$ cat src/hw/rtl/ici_pkg.sv
package ici_pkg;

  localparam int COORD_W          = 20;
  localparam int COORD_FRAC_BITS  = 8;
  localparam int WEIGHT_FRAC_BITS = 16;
  localparam int PAD_CELLS        = 2;
  localparam int EDGE_SLACK       = 1;
  localparam int CONV_SLACK       = 1;

  localparam int CELL_W  = COORD_W - COORD_FRAC_BITS + 2;
  localparam int SADDR_W = 20;
  localparam int WW      = WEIGHT_FRAC_BITS + 4;
  localparam int MW      = WEIGHT_FRAC_BITS + 3;
  localparam int ACCW    = 2 * WW + 12;
  localparam int DIV6_SH = WEIGHT_FRAC_BITS + 4;
  localparam int LIM_SH  = 2 * WEIGHT_FRAC_BITS - 16;

  localparam logic [MW-1:0] ONE_W    = MW'(64'd1 << WEIGHT_FRAC_BITS);
  localparam logic [MW-1:0] DIV6_MUL = MW'(((64'd1 << DIV6_SH) + 64'd5) / 64'd6);
  localparam logic signed [WW-1:0] TWO_THIRDS =
    WW'(((64'd1 << (WEIGHT_FRAC_BITS + 1)) + 64'd1) / 64'd3);

  localparam logic [1:0] KM_NEAREST  = 2'd0;
  localparam logic [1:0] KM_BILINEAR = 2'd1;
  localparam logic [1:0] KM_BSPLINE  = 2'd2;
  localparam logic [1:0] KM_CUBIC    = 2'd3;

  localparam logic ACT_WRITE = 1'b0;
  localparam logic ACT_QUERY = 1'b1;

  localparam logic [2:0] CFG_KERNEL_MODE  = 3'd0;
  localparam logic [2:0] CFG_WEIGHT_THR   = 3'd1;
  localparam logic [2:0] CFG_ROW_PITCH    = 3'd2;
  localparam logic [2:0] CFG_X_SPAN       = 3'd3;
  localparam logic [2:0] CFG_Y_SPAN       = 3'd4;
  localparam logic [2:0] CFG_PIXEL_REG    = 3'd5;
  localparam logic [2:0] CFG_BAND_COUNT   = 3'd6;
  localparam logic [2:0] CFG_FILL_COLOR   = 3'd7;

  typedef logic signed [WW-1:0] weight_t;

  typedef struct packed {
    logic        action;
    logic [15:0] pixel_addr;
    logic [31:0] pixel_value;
    logic [19:0] query_x;
    logic [19:0] query_y;
  } in_item_t;

  typedef struct packed {
    logic [31:0] color;
    logic        rejected;
    logic        used_fill;
  } out_item_t;

  typedef struct packed {
    logic [1:0]  kernel_mode;
    logic [16:0] weight_threshold;
    logic [12:0] row_pitch;
    logic [19:0] x_span;
    logic [19:0] y_span;
    logic        pixel_registration;
    logic [2:0]  band_count;
    logic [31:0] fill_color;
  } cfg_t;

  typedef struct packed {
    logic               action;
    logic               rejected;
    logic [1:0]         kernel_mode;
    logic [SADDR_W-1:0] addr;
    logic [31:0]        pixel_value;
    weight_t [3:0]      wx;
    weight_t [3:0]      wy;
  } job_t;

endpackage

$ cat src/hw/rtl/ici_front.sv
module ici_front (
  input  logic            clk,
  input  logic            rst_n,
  input  ici_pkg::cfg_t     cfg,
  input  logic            in_valid,
  output logic            in_stall,
  input  ici_pkg::in_item_t in_data,
  output logic            push,
  output ici_pkg::job_t     job,
  input  logic            full
);
  import ici_pkg::*;

  localparam logic [2:0] F_IDLE  = 3'd0;
  localparam logic [2:0] F_SPLIT = 3'd1;
  localparam logic [2:0] F_WGT   = 3'd2;
  localparam logic [2:0] F_ADDR  = 3'd3;
  localparam logic [2:0] F_PUSH  = 3'd4;

  localparam logic [COORD_W:0] CELL = (COORD_W+1)'(1 << COORD_FRAC_BITS);
  localparam logic [COORD_W:0] HALF = (COORD_W+1)'(1 << (COORD_FRAC_BITS - 1));
  localparam logic [2*MW-1:0] RND_W  = (2*MW)'(64'd1 << (WEIGHT_FRAC_BITS - 1));
  localparam logic [2*MW-1:0] RND_W1 = (2*MW)'(64'd1 << WEIGHT_FRAC_BITS);

  typedef struct packed {
    logic [CELL_W-1:0]           idx;
    logic [WEIGHT_FRAC_BITS-1:0] t;
  } split_t;

  function automatic split_t split_coord(input logic [COORD_W-1:0] q, input logic preg,
                                         input logic [1:0] mode);
    logic [COORD_W:0]             xs;
    logic [CELL_W-1:0]            ip;
    logic [COORD_FRAC_BITS-1:0]   f;
    logic                         up;
    split_t                       s;
    xs = {1'b0, q} + CELL - (preg ? HALF : '0);
    ip = CELL_W'(xs >> COORD_FRAC_BITS);
    f  = xs[COORD_FRAC_BITS-1:0];
    up = ((COORD_W+1)'(f) > HALF) || (((COORD_W+1)'(f) == HALF) && !ip[0]);
    s.t = WEIGHT_FRAC_BITS'({f, {WEIGHT_FRAC_BITS{1'b0}}} >> COORD_FRAC_BITS);
    case (mode)
      KM_NEAREST: begin
        s.idx = ip + CELL_W'(1) + CELL_W'(up);
        s.t   = '0;
      end
      KM_BILINEAR: s.idx = ip + CELL_W'(1);
      default:     s.idx = ip;
    endcase
    return s;
  endfunction

  logic [2:0]                  state_r, state_nxt;
  in_item_t                    item_r;
  logic [1:0]                  mode_r;
  logic                        rej_r;
  logic [WEIGHT_FRAC_BITS-1:0] tx_r, ty_r;
  logic [CELL_W-1:0]           cx_r, cy_r;
  logic [SADDR_W-1:0]          addr_r;
  logic [2:0]                  step_r;
  logic                        axis_r;
  logic [MW-1:0]               p_r, q_r, wp_r;
  weight_t                     w_r [2][4];

  split_t                      sx, sy;
  logic                        rej;
  logic [WEIGHT_FRAC_BITS-1:0] t_cur;
  logic [MW-1:0]               u_cur;
  logic [MW-1:0]               mul_a, mul_b;
  logic [2*MW-1:0]             prod;
  logic [MW-1:0]               rnd_w, rnd_w1;
  weight_t                     t_s, u_s, p_s, wp_s, d6_s, bs_s;
  logic [2:0]                  last_step;

  assign sx  = split_coord(item_r.query_x, cfg.pixel_registration, mode_r);
  assign sy  = split_coord(item_r.query_y, cfg.pixel_registration, mode_r);
  assign rej = ({1'b0, item_r.query_x} > ({1'b0, cfg.x_span} + (COORD_W+1)'(EDGE_SLACK))) ||
               ({1'b0, item_r.query_y} > ({1'b0, cfg.y_span} + (COORD_W+1)'(EDGE_SLACK)));

  assign t_cur = axis_r ? ty_r : tx_r;
  assign u_cur = ONE_W - MW'(t_cur);

  always_comb begin
    mul_a = '0;
    mul_b = '0;
    last_step = 3'd0;
    if (mode_r == KM_BSPLINE) begin
      last_step = 3'd5;
      case (step_r)
        3'd0: begin mul_a = MW'(t_cur);     mul_b = MW'(t_cur); end
        3'd1: begin mul_a = p_r;            mul_b = MW'(t_cur); end
        3'd3: begin mul_a = u_cur;          mul_b = u_cur;      end
        3'd4: begin mul_a = p_r;            mul_b = u_cur;      end
        default: begin mul_a = q_r + MW'(3); mul_b = DIV6_MUL; end
      endcase
    end else if (mode_r == KM_CUBIC) begin
      last_step = 3'd3;
      case (step_r)
        3'd0:    begin mul_a = u_cur; mul_b = MW'(t_cur); end
        3'd1:    begin mul_a = wp_r;  mul_b = u_cur;      end
        default: begin mul_a = wp_r;  mul_b = MW'(t_cur); end
      endcase
    end
  end

  assign prod   = mul_a * mul_b;
  assign rnd_w  = MW'((prod + RND_W) >> WEIGHT_FRAC_BITS);
  assign rnd_w1 = MW'((prod + RND_W1) >> (WEIGHT_FRAC_BITS + 1));
  assign t_s    = $signed(WW'(t_cur));
  assign u_s    = $signed(WW'(u_cur));
  assign p_s    = $signed(WW'(p_r));
  assign wp_s   = $signed(WW'(wp_r));
  assign d6_s   = $signed(WW'(prod >> DIV6_SH));
  assign bs_s   = $signed(WW'((q_r + MW'(1)) >> 1)) - p_s + TWO_THIRDS;

  always_comb begin
    state_nxt = state_r;
    unique case (state_r)
      F_IDLE:  if (in_valid) state_nxt = F_SPLIT;
      F_SPLIT: state_nxt = (item_r.action == ACT_WRITE || rej) ? F_PUSH : F_WGT;
      F_WGT:   if (step_r == last_step && axis_r) state_nxt = F_ADDR;
      F_ADDR:  state_nxt = F_PUSH;
      F_PUSH:  if (!full) state_nxt = F_IDLE;
      default: state_nxt = F_IDLE;
    endcase
  end

  always_ff @(posedge clk) begin
    if (!rst_n) begin
      state_r <= F_IDLE;
    end else begin
      state_r <= state_nxt;
    end
  end

  always_ff @(posedge clk) begin
    if (state_r == F_IDLE && in_valid) begin
      item_r <= in_data;
      mode_r <= cfg.kernel_mode;
    end
    if (state_r == F_SPLIT) begin
      rej_r  <= rej;
      tx_r   <= sx.t;
      ty_r   <= sy.t;
      cx_r   <= sx.idx;
      cy_r   <= sy.idx;
      addr_r <= SADDR_W'(item_r.pixel_addr);
      step_r <= '0;
      axis_r <= 1'b0;
      for (int a = 0; a < 2; a++) begin
        for (int k = 0; k < 4; k++) begin
          w_r[a][k] <= '0;
        end
      end
    end
    if (state_r == F_WGT) begin
      if (step_r == last_step) begin
        step_r <= '0;
        axis_r <= 1'b1;
      end else begin
        step_r <= step_r + 3'd1;
      end
      case (mode_r)
        KM_NEAREST:  w_r[axis_r][0] <= $signed(WW'(ONE_W));
        KM_BILINEAR: begin
          w_r[axis_r][0] <= u_s;
          w_r[axis_r][1] <= t_s;
        end
        KM_BSPLINE: begin
          case (step_r)
            3'd0, 3'd3: p_r <= rnd_w;
            3'd1, 3'd4: q_r <= rnd_w;
            3'd2: begin
              w_r[axis_r][3] <= d6_s;
              w_r[axis_r][1] <= bs_s;
            end
            default: begin
              w_r[axis_r][0] <= d6_s;
              w_r[axis_r][2] <= bs_s;
            end
          endcase
        end
        default: begin
          case (step_r)
            3'd0: wp_r <= rnd_w;
            3'd1: w_r[axis_r][0] <= -$signed(WW'(rnd_w1));
            3'd2: w_r[axis_r][3] <= -$signed(WW'(rnd_w1));
            default: begin
              w_r[axis_r][1] <= (w_r[axis_r][3] <<< 1) + w_r[axis_r][3] + u_s + wp_s;
              w_r[axis_r][2] <= (w_r[axis_r][0] <<< 1) + w_r[axis_r][0] + t_s + wp_s;
            end
          endcase
        end
      endcase
    end
    if (state_r == F_ADDR) begin
      addr_r <= SADDR_W'(cy_r * cfg.row_pitch) + SADDR_W'(cx_r);
    end
  end

  assign in_stall = (state_r != F_IDLE);
  assign push     = (state_r == F_PUSH) && !full;

  always_comb begin
    job.action      = item_r.action;
    job.rejected    = rej_r;
    job.kernel_mode = mode_r;
    job.addr        = addr_r;
    job.pixel_value = item_r.pixel_value;
    for (int k = 0; k < 4; k++) begin
      job.wx[k] = w_r[0][k];
      job.wy[k] = w_r[1][k];
    end
  end

endmodule

$ cat config.mk
export PLATFORM = sky130hd
export DESIGN_NAME = ici_front
export DESIGN_NICKNAME = d
export VERILOG_FILES = /design/src/hw/rtl/ici_pkg.sv /design/src/hw/rtl/ici_front.sv
export SDC_FILE = /design/constraint.sdc
export NUM_CORES = 2
export LEC_CHECK = 0
export BUFFER_PORTS_ARGS = -buffer_cell sky130_fd_sc_hd__buf_2
export CORE_MARGIN = 5
export CORE_UTILIZATION = 31
export DETAILED_ROUTE_END_ITERATION = 10
export PLACE_DENSITY_LB_ADDON = 0.15
export REMOVE_ABC_BUFFERS = 1
export SYNTH_ARGS = -nofsm -noshare
export SYNTH_HDL_FRONTEND = slang
export SYNTH_SLANG_ARGS = --single-unit
$ cat constraint.sdc
create_clock -name clk -period 26.3 [get_ports clk]
set_clock_uncertainty 0.15 [all_clocks]
set_input_delay 1.315 -clock clk [delete_from_list [all_inputs] [get_ports clk]]
set_output_delay 1.315 -clock clk [all_outputs]
set_load 0.02 [all_outputs]
==> out/qor.txt <==
Worst-path clk slew: 0.06 ns
WP data arrival: 13.67 ns
Mapped cell area: 0.0405 mm^2
Post-synth EDFFs: 376
Sequential fraction of the synthesis area: 28.0%
Max Fclk: 74.1 MHz
Clk buf depth: 3
Antenna viol nets, final: 0
PortBufs: 366
Clock sink count: 380
Asr flop ratio synth: 0%
Largest net degree at the start of global routing: 61
Kind of end point of the critical path: flop
Post-Route WL: 134000 um
Die height: 372 um
DR DRC count: 0
Post-synth top area share: 27.8%
Hold WS: 0.379 ns
Status: complete, no violations
Crit Path Max Fanout: 33
Slowest stage delay, CP: 1.00 ns
Drt via density: 4.90
Register bit count reported by yosys: 380
RSZ-0062 raised after global routing: no
Initial antenna violation count: 6
Die X-Extent: 372 um
Finished Cell Area: 0.0457 mm^2
Final Max Tran Viols: 0
Final hold viol count: 0
Max-cap violations: 0
Placer Congestion: 0.902
Most instantiated library cell after synthesis: inv_1
CTS tree: yes
CTS Root Cell: clkbuf_16
YS warnings: 0
Leading area contributor after synthesis: edfxtp_1
Fin crit share: 51.3%
Dpl hpwl: 111000 um
Minimum clock period: 13.50 ns
Pwr dens: 92.6 mW/mm^2
Number of CTS-inserted buffers: 45
R2R depth: 37
Slew margin rel.: 17.7%
DR iter-0 viols: 2062
Syn Inst Count: 4130
DP Area: 0.0443 mm^2
Setup_tns: 0 ns
GRT Residual Overflow: 0
Wire length per cell: 21.6 um
Post-CTS Hold Fix Bufs: 0
CP Class: flop to flop
Number of nets in the layout: 5441
Worst Hold Class: flop to flop
Leakage Power: 20.5 nW
Pwr Total: 0.00423 W
Die area: 0.138 mm^2
Global-route wire length before repair: 200000 um
Share of layout cells above drive strength 1: 12.9%
Vias in the first global route: 31.3k
Slowest CP cell: a311oi_2
Slew at the pin with the worst max-slew slack: 1.22 ns
Via count: 30.4k
Io pins: 419
Final setup viols: 0
Pre-antenna DRT Iters: 8
Row count: 132
Most common flop cell mapped by yosys: edfxtp_1
Final Util: 35.2%
Post-CTS Resized: 0
Starting Density: 31.2%
# H-tree levels: 2
GR Util All Layers: 19.2%
Hold Path Depth: 2
Core Area: 0.130 mm^2
Max IR drop VDD: 108 uV
Post-CTS Setup Repair Bufs: 0
Synth area leaders: edfxtp_1 (28%), fa_1 (19%), ha_1 (13%), inv_1 (5.9%), nand2_1 (3.8%)
Fillers: 13.4k
Critical Path RT: 26.48 ns
Synth cell types: 100
Crit path launch type: flop
Commonest cells post-synth: inv_1 (638), ha_1 (416), nand2_1 (414)
Layout area overhead: 12.7%
Clock Latency Late Sink: 0.60 ns
Average size of a mapped cell: 9.82 um^2
per-stage QoR:
stage	std cells	worst slack (ns)
floorplan	3965	14.65
global placement	6126	12.98
detailed placement	6126	12.97
CTS	6206	12.91
global route	6207	12.18
finish	6212	12.80
report_power, final:
group	internal (W)	switching (W)	total, W
logic	0.00110	0.00170	0.00280
registers	0.000760	0.0000412	0.000801
clock network	0.000358	0.000267	0.000625
total	0.00222	0.00201	0.00423
area by class of cell:
cell class	instances	area [um^2]	share of cell area (%)
antenna	6	15.0	0.0329
tap	1742	2180	4.77
inverter	640	2400	5.26
sequential	380	11400	24.9
multi-input combinational	2945	26100	57.1
timing repair buffer	419	2230	4.88
clock buffer	55	1180	2.59
clock inverter	25	230	0.504
sequential cells by signal, indices dropped and copies added (netlist names):
| signal | count |
|---|---|
| tx_r | 8 |
| cy_r | 14 |
| mode_r | 2 |
| rej_r | 1 |
| q_r | 19 |
| wp_r | 19 |
| step_r | 3 |
| item_r | 56 |
| job | 33 |
| ty_r | 8 |
| axis_r | 1 |
| state_r | 3 |
| cx_r | 14 |
| addr_r | 20 |
| p_r | 19 |
| w_r | 160 |
layer usage:
metal / global-route usage (%) / wire, um
met5: 0 / 0
met4: 4.39 / 3260
met3: 3.36 / 7960
met2: 32.2 / 62800
met1: 26.1 / 60100
cell families after synthesis:
group | after synthesis | synth area share (%)
and+or+nand+nor | 1181 | 13.9
adders and majority gates | 810 | 32.3
buffers and inverters | 805 | 7.83
AOI/OAI and AO/OA | 607 | 10.0
DFF | 380 | 28.0
xor gates and xnor gates | 280 | 6.09
muxes | 67 | 1.79
final timing paths:
| path | start | to | slack (ns) |
|---|---|---|---|
| min reg2reg | item_r[78] | addr_r[6] | 0.38 |
| max reg2reg | axis_r | w_r[0][18] | 12.80 |
| min | item_r[78] | addr_r[6] | 0.38 |
| max | axis_r | w_r[0][18] | 12.80 |
placed cells by master, fill, tap and decap left out, types with 15 or more instances in the layout:
master	synthesis	layout
a211oi_1	23	22
a21o_1	54	54
a21oi_1	138	138
a31oi_1	17	16
and2_1	90	90
and3_1	34	34
buf_2	4	366
buf_4	37	53
clkbuf_16	0	46
edfxtp_1	376	376
fa_1	393	393
ha_1	416	416
inv_1	638	637
mux2_2	39	39
mux2i_1	27	27
nand2_1	414	414
nand2b_1	32	32
nand3_1	69	69
nand4_1	38	38
nor2_1	263	261
nor2b_1	79	78
nor3_1	65	62
nor4_1	16	16
o211ai_1	20	20
o21a_1	31	31
o21ai_0	126	126
o21bai_1	27	27
o22ai_1	25	25
or2_2	15	15
or3_1	18	18
xnor2_1	173	173
xor2_1	106	106
worst max-delay path: cells and delay by family (launching register included):
family | cells | cell delay (ns)
buffers and inverters | 7 | 0.89
DFF | 1 | 0.75
xor gates and xnor gates | 2 | 1.23
and+or+nand+nor | 11 | 2.80
adders and majority gates | 7 | 3.61
AOI/OAI and AO/OA | 8 | 2.72
muxes | 2 | 1.07
No activity file was read; power rests on OpenSTA's default activity.
